### config.mk
export PLATFORM = sky130hd
export DESIGN_NAME = btdk_front
export DESIGN_NICKNAME = d
export VERILOG_FILES = /design/src/rtl/core/btdk_pkg.sv /design/src/rtl/core/btdk_front.sv
export SDC_FILE = /design/constraint.sdc
export NUM_CORES = 1
export LEC_CHECK = 0
export BUFFER_PORTS_ARGS = -buffer_cell sky130_fd_sc_hd__buf_2
export CORE_UTILIZATION = 50
export DETAILED_ROUTE_END_ITERATION = 12
export PLACE_DENSITY = 0.77
export SYNTH_ARGS = -nofsm -noshare
export SYNTH_HDL_FRONTEND = slang
export SYNTH_SLANG_ARGS = --single-unit
### constraint.sdc
create_clock -name clk_i -period 20.8 [get_ports clk_i]
set_clock_uncertainty 0.1 [all_clocks]
set_input_delay 2.08 -clock clk_i [delete_from_list [all_inputs] [get_ports clk_i]]
set_output_delay 2.08 -clock clk_i [all_outputs]
set_load 0.03 [all_outputs]
### src/rtl/core/btdk_pkg.sv
// Shared types and constants of the bisection tree domain key block.
package btdk_pkg;

  localparam int MAX_LEVELS = 6;
  localparam int NODE_SLOTS = 128;
  localparam int NODE_W     = $clog2(NODE_SLOTS);
  localparam int COORD_BITS = 32;
  localparam int AXIS_W     = 2;
  localparam int LVL_W      = 3;
  localparam int KEY_W      = 7;
  localparam int CMDQ_DEPTH = 2;

  localparam logic KIND_LOAD     = 1'b0;
  localparam logic KIND_CLASSIFY = 1'b1;

  localparam logic [AXIS_W-1:0] AXIS_X = 2'd0;
  localparam logic [AXIS_W-1:0] AXIS_Y = 2'd1;
  localparam logic [AXIS_W-1:0] AXIS_Z = 2'd2;

  localparam logic signed [KEY_W-1:0] KEY_UNUSED = '1;

  typedef enum logic [1:0] {
    OP_LOAD,
    OP_SKIP,
    OP_WALK
  } btdk_op_e;

  typedef enum logic [1:0] {
    ST_IDLE,
    ST_WALK,
    ST_DONE
  } btdk_state_e;

  typedef struct packed {
    logic [AXIS_W-1:0]            axis;
    logic signed [COORD_BITS-1:0] split;
    logic [NODE_W-1:0]            left;
    logic [NODE_W-1:0]            right;
  } btdk_node_t;

  typedef struct packed {
    btdk_op_e                     op;
    logic [NODE_W-1:0]            index;
    btdk_node_t                   node;
    logic signed [COORD_BITS-1:0] pos_x;
    logic signed [COORD_BITS-1:0] pos_y;
    logic signed [COORD_BITS-1:0] pos_z;
  } btdk_cmd_t;

endpackage

### src/rtl/core/btdk_front.sv
// Front end: decode accepted items into commands and queue them for the walker.
module btdk_front import btdk_pkg::*; (
  input  logic                         clk_i,
  input  logic                         rst_ni,
  input  logic                         push,
  output logic                         full,
  input  logic                         kind_i,
  input  logic [6:0]                   node_index_i,
  input  logic [AXIS_W-1:0]            node_axis_i,
  input  logic signed [COORD_BITS-1:0] node_split_i,
  input  logic [6:0]                   node_left_i,
  input  logic [6:0]                   node_right_i,
  input  logic signed [COORD_BITS-1:0] pos_x_i,
  input  logic signed [COORD_BITS-1:0] pos_y_i,
  input  logic signed [COORD_BITS-1:0] pos_z_i,
  input  logic                         in_use_i,
  output logic                         cmd_valid_o,
  output btdk_cmd_t                    cmd_o,
  input  logic                         cmd_pop_i
);

  localparam int PTR_W = (CMDQ_DEPTH > 1) ? $clog2(CMDQ_DEPTH) : 1;
  localparam int CNT_W = $clog2(CMDQ_DEPTH + 1);

  btdk_cmd_t            entry_q [CMDQ_DEPTH];
  logic [PTR_W-1:0]     wr_ptr_q, wr_ptr_d;
  logic [PTR_W-1:0]     rd_ptr_q, rd_ptr_d;
  logic [CNT_W-1:0]     count_q, count_d;
  btdk_cmd_t            cmd_new;
  logic                 do_push, do_pop;

  // Classify the item and clamp axis code three onto z.
  always_comb begin
    cmd_new            = '0;
    cmd_new.index      = node_index_i[NODE_W-1:0];
    cmd_new.node.axis  = (node_axis_i > AXIS_Z) ? AXIS_Z : node_axis_i;
    cmd_new.node.split = node_split_i;
    cmd_new.node.left  = node_left_i[NODE_W-1:0];
    cmd_new.node.right = node_right_i[NODE_W-1:0];
    cmd_new.pos_x      = pos_x_i;
    cmd_new.pos_y      = pos_y_i;
    cmd_new.pos_z      = pos_z_i;
    if (kind_i == KIND_LOAD) begin
      cmd_new.op = OP_LOAD;
    end else if (!in_use_i) begin
      cmd_new.op = OP_SKIP;
    end else begin
      cmd_new.op = OP_WALK;
    end
  end

  assign full        = (count_q == CNT_W'(CMDQ_DEPTH));
  assign cmd_valid_o = (count_q != '0);
  assign cmd_o       = entry_q[rd_ptr_q];
  assign do_push     = push && !full;
  assign do_pop      = cmd_pop_i && cmd_valid_o;

  always_comb begin
    wr_ptr_d = wr_ptr_q;
    rd_ptr_d = rd_ptr_q;
    count_d  = count_q;
    if (do_push) begin
      wr_ptr_d = (wr_ptr_q == PTR_W'(CMDQ_DEPTH - 1)) ? '0 : wr_ptr_q + 1'b1;
    end
    if (do_pop) begin
      rd_ptr_d = (rd_ptr_q == PTR_W'(CMDQ_DEPTH - 1)) ? '0 : rd_ptr_q + 1'b1;
    end
    if (do_push && !do_pop) begin
      count_d = count_q + 1'b1;
    end else if (do_pop && !do_push) begin
      count_d = count_q - 1'b1;
    end
  end

  always_ff @(posedge clk_i or negedge rst_ni) begin
    if (!rst_ni) begin
      wr_ptr_q <= '0;
      rd_ptr_q <= '0;
      count_q  <= '0;
    end else begin
      wr_ptr_q <= wr_ptr_d;
      rd_ptr_q <= rd_ptr_d;
      count_q  <= count_d;
    end
  end

  always_ff @(posedge clk_i) begin
    if (do_push) begin
      entry_q[wr_ptr_q] <= cmd_new;
    end
  end

endmodule

==> flow_metrics.env, run 1 <==
export IMPL_hold_violations=0
export IMPL_drt_first_pass_iters=7
export IMPL_fillCellCount=1605
export IMPL_layout_min_cycle_time_ps=5263
export IMPL_fin_crit_sh_pct=25.30
export IMPL_yosysWarnings=0
export IMPL_grt_pass1_wl_microns=32740
export IMPL_clockBufferDepth=3
export IMPL_cpMaxStageDelayCell="dfrtp_4"
export IMPL_grt_setup_unrepaired="false"
export IMPL_grt_max_degree=86
export IMPL_syn_nets=657
export IMPL_coreArea_sq_um=22570
export IMPL_yosys_top_cells_area="edfxtp_1 (80%), mux2_2 (9.1%), mux2_4 (7.8%), dfrtp_1 (0.87%), buf_6 (0.78%)"
export IMPL_synth_seq_area_share_pct=80.83
export IMPL_ant_nets=0
export IMPL_viasPerCell=5.074
export IMPL_power_leakage_nw=5.537
export IMPL_max_slew_margin_pct=22.30
export IMPL_met2_length_microns=11000
export IMPL_die_area_sq_um=23590
export IMPL_num_io_pins=312
export IMPL_worstPathRequired_ps=18620
export IMPL_cp_top_family="flip-flops"
export IMPL_dp_cells=1084
export IMPL_root_buffer="clkbuf_16"
export IMPL_ys_seq_elements=310
export IMPL_post_cts_setup_buffer_count=0
export IMPL_start_util_pct=50.91
export IMPL_rows=55
export IMPL_area_delta_synth_final_pct=24.52
export IMPL_gp_congestion=0.7821
export IMPL_grt_usage_pct=18.26
export IMPL_clock_latency_ps=530
export IMPL_fmax_mhz=190.0
export IMPL_ys_types=18
export IMPL_worst_path_max_fanout=68
export IMPL_cts_tree="built"
export IMPL_cts_resized=0
export IMPL_drive_gt1_share_pct=60.66
export IMPL_hpwl_microns=14770
export IMPL_critPathMaxStageDelay_ps=1130
export IMPL_maxCapViolations=0
export IMPL_finalPower_mw=2.239
export IMPL_fin_cells=1142
export IMPL_dr_max_layer_used="met4"
export IMPL_tightest_slew_ps=1166
export IMPL_peakVddDrop_mv=0.1007
export IMPL_detail_route_wl_per_cell_microns=19.32
export IMPL_clkSinkCount=310
export IMPL_crit_buf_inv=2
export IMPL_grt_remaining_overflow=0
export IMPL_wl_microns=22070
export IMPL_grt_pass1_vias=5931
export IMPL_hp_class="register to register"
export IMPL_vias=5794
export IMPL_synth_avg_cell_area_sq_um=23.03
export IMPL_synth_area_leader_cell="edfxtp_1"
export IMPL_first_iter_violations=342
export IMPL_syn_area_sq_um=11490
export IMPL_drv_slew=0
export IMPL_critPathCaptureType="output port"
export IMPL_layout_commonest_cell="buf_2"
export IMPL_htree_levels=1
export IMPL_p_per_area_nw_per_um2=156.5
export IMPL_fin_setup_tns_ps=0
export IMPL_syn_inst=499
export IMPL_crit_path_start_kind="register"
export IMPL_worstPathCellList="buf_4 -> mux2_2 -> buf_2"
export IMPL_fin_util_pct=63.40
export IMPL_status="finished, final reports clean"
export IMPL_critPathArrivalTime_ps=3080
export IMPL_layout_common_cells="buf_2 (311), edfxtp_1 (306), mux2_2 (93)"
export IMPL_wl_met3_microns=1811
export IMPL_drc=0
export IMPL_setup_violations=0
export IMPL_nets=990
export IMPL_antenna_found_initial=4
export IMPL_fp_dieH_microns=153.6
export IMPL_die_w_microns=153.6
export IMPL_cts_buffers=31
export IMPL_worstSetupPathType="register to output port"
export IMPL_path_clk_slew_ps=50
export IMPL_synth_top_area_share_pct=79.96
export IMPL_holdBufCountCts=0
export IMPL_wirelength_met1_microns=8636
export IMPL_port_buffers=311
## registers in the layout (all words and copies together), names as in the netlist
signal	flops
entry_q	306
count_q	2
rd_ptr_q	1
wr_ptr_q	1
## worst paths after layout
path                                         from                         to  slack [ps]  cells past startpoint
setup reg to reg           count_q[0]$_DFFE_PN0P_  entry_q[1][109]$_DFFE_PP_       17690                      4
setup / recovery             rd_ptr_q$_DFFE_PN0P_                  cmd_o[16]       15540                      3
min in group asynchronous                  rst_ni       wr_ptr_q$_DFFE_PN0P_        1250                      1
hold reg to reg            count_q[1]$_DFFE_PN0P_     count_q[1]$_DFFE_PN0P_         400                      1
max in group asynchronous                  rst_ni       rd_ptr_q$_DFFE_PN0P_       19210                      1
hold / removal             count_q[1]$_DFFE_PN0P_     count_q[1]$_DFFE_PN0P_         400                      1
## kinds of logic after synthesis
logic type / after synthesis / synth area share (%)
adder cells (fa/ha/maj): 1 / 0.1089
XOR/XNOR: 5 / 0.3811
buffers and inverters: 20 / 1.274
flip-flops: 310 / 80.83
AND/OR/NAND/NOR: 10 / 0.4574
multiplexers: 153 / 16.95
## per-stage QoR
step	hold slack [ps]	instance area [sq um]	worst slack, ps
floorplan	355.9	11490	11510
global placement	380.6	13340	16060
finish	399.7	14310	15540
global route	420.2	14310	15380
detailed placement	378.7	13340	16050
CTS	394.5	14300	15470
## report_power, final
group          total (mW)  leakage, nW  switching [mW]  internal, mW
clock network       0.523        0.466           0.215         0.308
registers           0.922         2.89          0.0656         0.856
logic               0.794         2.18           0.505         0.289
total                2.24         5.54           0.786          1.45
## area by class of cell
class	instances	area [sq um]	area share [%]
sequential	310	9293	64.94
multi-input combinational	169	2069	14.46
timing repair buffer	318	1609	11.24
clock buffer	35	790.8	5.526
tap	285	356.6	2.492
clock inverter	20	176.4	1.233
inverter	2	7.507	0.05246
antenna	3	7.507	0.05246
## routing by layer
metal,GRT usage [%],vias to the layer above
met2,31.17,249
met5,0,-
met4,6.429,0
met1,22.33,2853
met3,5.101,47
li1,-,2645
## cell usage after synthesis
| cell | number |
|---|---|
| buf_2 | 9 |
| clkbuf_1 | 1 |
| or2_2 | 1 |
| dfrtp_1 | 4 |
| nor2_1 | 2 |
| and3_1 | 1 |
| xnor2_1 | 3 |
| mux2_2 | 93 |
| buf_6 | 8 |
| mux2_4 | 60 |
| nand2_1 | 2 |
| ha_1 | 1 |
| inv_1 | 2 |
| nand2b_1 | 1 |
| nor2b_1 | 2 |
| edfxtp_1 | 306 |
| and2_1 | 1 |
| xor2_1 | 2 |
No activity file was read; power rests on OpenSTA's default activity.
==> run 2: changes to the inputs <==
--- a/config.mk
+++ b/config.mk
@@ -6,9 +6,9 @@
 export NUM_CORES = 1
 export LEC_CHECK = 0
 export BUFFER_PORTS_ARGS = -buffer_cell sky130_fd_sc_hd__buf_2
-export CORE_UTILIZATION = 50
+export CORE_UTILIZATION = 47
 export DETAILED_ROUTE_END_ITERATION = 12
-export PLACE_DENSITY = 0.77
+export PLACE_DENSITY = 0.76
 export SYNTH_ARGS = -nofsm -noshare
 export SYNTH_HDL_FRONTEND = slang
 export SYNTH_SLANG_ARGS = --single-unit
==> constraint.sdc (replaced) <==
create_clock -name clk_i -period 4.5 [get_ports clk_i]
set_clock_uncertainty 0.1 [all_clocks]
set_input_delay 0.45 -clock clk_i [delete_from_list [all_inputs] [get_ports clk_i]]
set_output_delay 0.45 -clock clk_i [all_outputs]
set_load 0.03 [all_outputs]
==> flow_metrics.env, run 2 (same netlist as run 1, synthesis figures left out) <==
export IMPL_crit_path_start_kind="register"
export IMPL_wl_microns=23690
export IMPL_viasPerCell=4.837
export IMPL_rows=56
export IMPL_reg_top3="entry_q (306), count_q (2)"
export IMPL_power_internal_mw=7.116
export IMPL_area_delta_synth_final_pct=39.37
export IMPL_layout_min_cycle_time_ps=2602
export IMPL_cts_resized=0
export IMPL_root_buffer="clkbuf_16"
export IMPL_postPlaceCellArea_sq_um=13420
export IMPL_cts_tree="built"
export IMPL_clock_latency_ps=530
export IMPL_gp_congestion=0.7095
export IMPL_grt_max_degree=86
export IMPL_ant_nets=0
export IMPL_max_slew_margin_pct=38.94
export IMPL_sw_frac_of_total_pct=34.29
export IMPL_fin_setup_tns_ps=0
export IMPL_maxCapViolations=0
export IMPL_hold_violations=0
export IMPL_fmax_mhz=384.4
export IMPL_fin_crit_sh_pct=57.82
export IMPL_die_w_microns=158.4
export IMPL_grt_usage_pct=17.92
export IMPL_vias=6400
export IMPL_die_area_sq_um=25080
export IMPL_critPathArrivalTime_ps=2050
export IMPL_grt_pass1_vias=6693
export IMPL_fp_dieH_microns=158.4
export IMPL_clock_power_share_pct=25.5
export IMPL_rrSetupSlack_ps=2130
export IMPL_final_area_sq_um=16020
export IMPL_antenna_found_initial=1
export IMPL_switching_power_mw=3.714
export IMPL_dp_cells=1117
export IMPL_p_per_area_nw_per_um2=676.1
export IMPL_grt_pass1_wl_microns=34520
export IMPL_nets=1138
export IMPL_cpMaxStageDelayCell="dfrtp_4"
export IMPL_path_clk_slew_ps=60
export IMPL_setup_ws_ps=1898
export IMPL_start_util_pct=48.38
export IMPL_pre_cts_slack_ps=2136
export IMPL_setup_violations=0
export IMPL_critPathMaxStageDelay_ps=440
export IMPL_regMostFlops="entry_q"
export IMPL_combPwrFrac_pct=36.6
export IMPL_port_buffers=311
export IMPL_drt_first_pass_iters=4
export IMPL_layout_common_cells="buf_2 (311), edfxtp_1 (306), dlygate4sd3_1 (149)"
export IMPL_coreArea_sq_um=23750
export IMPL_power_leakage_nw=6.242
export IMPL_fin_cells=1323
export IMPL_worstPathRequired_ps=3950
export IMPL_drv_slew=0
export IMPL_grt_remaining_overflow=0
export IMPL_holdWs_ps=35.81
export IMPL_clockBufferDepth=3
export IMPL_hp_class="primary input to register"
export IMPL_layout_commonest_cell="buf_2"
export IMPL_tightest_slew_ps=916.0
export IMPL_hpwl_microns=13560
export IMPL_grt_setup_unrepaired="false"
export IMPL_detail_route_wl_per_cell_microns=17.91
export IMPL_first_iter_violations=329
export IMPL_peakVddDrop_mv=0.7207
export IMPL_critPathCaptureType="output port"
export IMPL_p_seq_share_pct=38.0
export IMPL_drive_gt1_share_pct=51.94
export IMPL_num_io_pins=312
export IMPL_clkSinkCount=310
export IMPL_largest_reg_flops=306
export IMPL_worstSetupPathType="register to output port"
export IMPL_drc=0
export IMPL_cts_buffers=31
export IMPL_worst_path_max_fanout=82
export IMPL_htree_levels=1
export IMPL_status="finished, final reports clean"
export IMPL_worstPathCellList="buf_12 -> mux2_2 -> buf_2"
-- run 2: layout make-up --
cell class,count,area (sq um)
Sequential cell,310,9293
Fill cell,1496,7736
Timing Repair Buffer,466,3143
Multi-Input combinational cell,169,2069
Clock buffer,35,790.8
Tap cell,319,399.1
Clock inverter,21,311.5
Inverter,2,7.507
Antenna cell,1,2.502
-- run 2: final timing paths --
kind	startpoint	endpoint	cells after the start
max reg2reg	count_q[0]$_DFFE_PN0P_	entry_q[1][89]$_DFFE_PP_	3
min	node_left_i[1]	entry_q[0][104]$_DFFE_PP_	1
max in group asynchronous	rst_ni	rd_ptr_q$_DFFE_PN0P_	2
min in group asynchronous	rst_ni	count_q[0]$_DFFE_PN0P_	2
max	rd_ptr_q$_DFFE_PN0P_	cmd_o[45]	3
min reg2reg	count_q[1]$_DFFE_PN0P_	count_q[1]$_DFFE_PN0P_	1
-- run 2: power groups by stage --
stage	Clock (mW)	Sequential (mW)	Combinational, mW
6_report	2.76	4.11	3.96
4_1_cts	2.80	4.11	3.98
2_1_floorplan	0	4.15	2.93
5_1_grt	2.92	4.16	4.18
3_3_place_gp	0	4.12	3.85
3_5_place_dp	0	4.16	3.86
-- run 2: stage by stage --
stage / power [mW] / util, %
floorplan: 7.079 / -
finish: 10.83 / 67.43
global route: 11.26 / 67.43
global placement: 7.968 / 56.50
detailed placement: 8.026 / 56.50
CTS: 10.90 / 67.38
-- run 2: repair_timing --
action	in CTS	in global routing
hold buffers	148	1
endpoints found under the hold margin	298	2
buffers inserted	0	0
-- run 2: worst max-delay path: cells and delay by family (launching register included) --
family                 cells  cell delay, ps
buffers and inverters      2             530
muxes                      1             420
DFF                        1             440
-- run 2: metal layers --
layer	up-vias	wire length, microns	GRT usage, %
li1	2947	-	-
met1	3120	9120	20.65
met2	282	12130	32.37
met3	51	1853	4.763
met4	0	588	5.632
met5	-	0	0
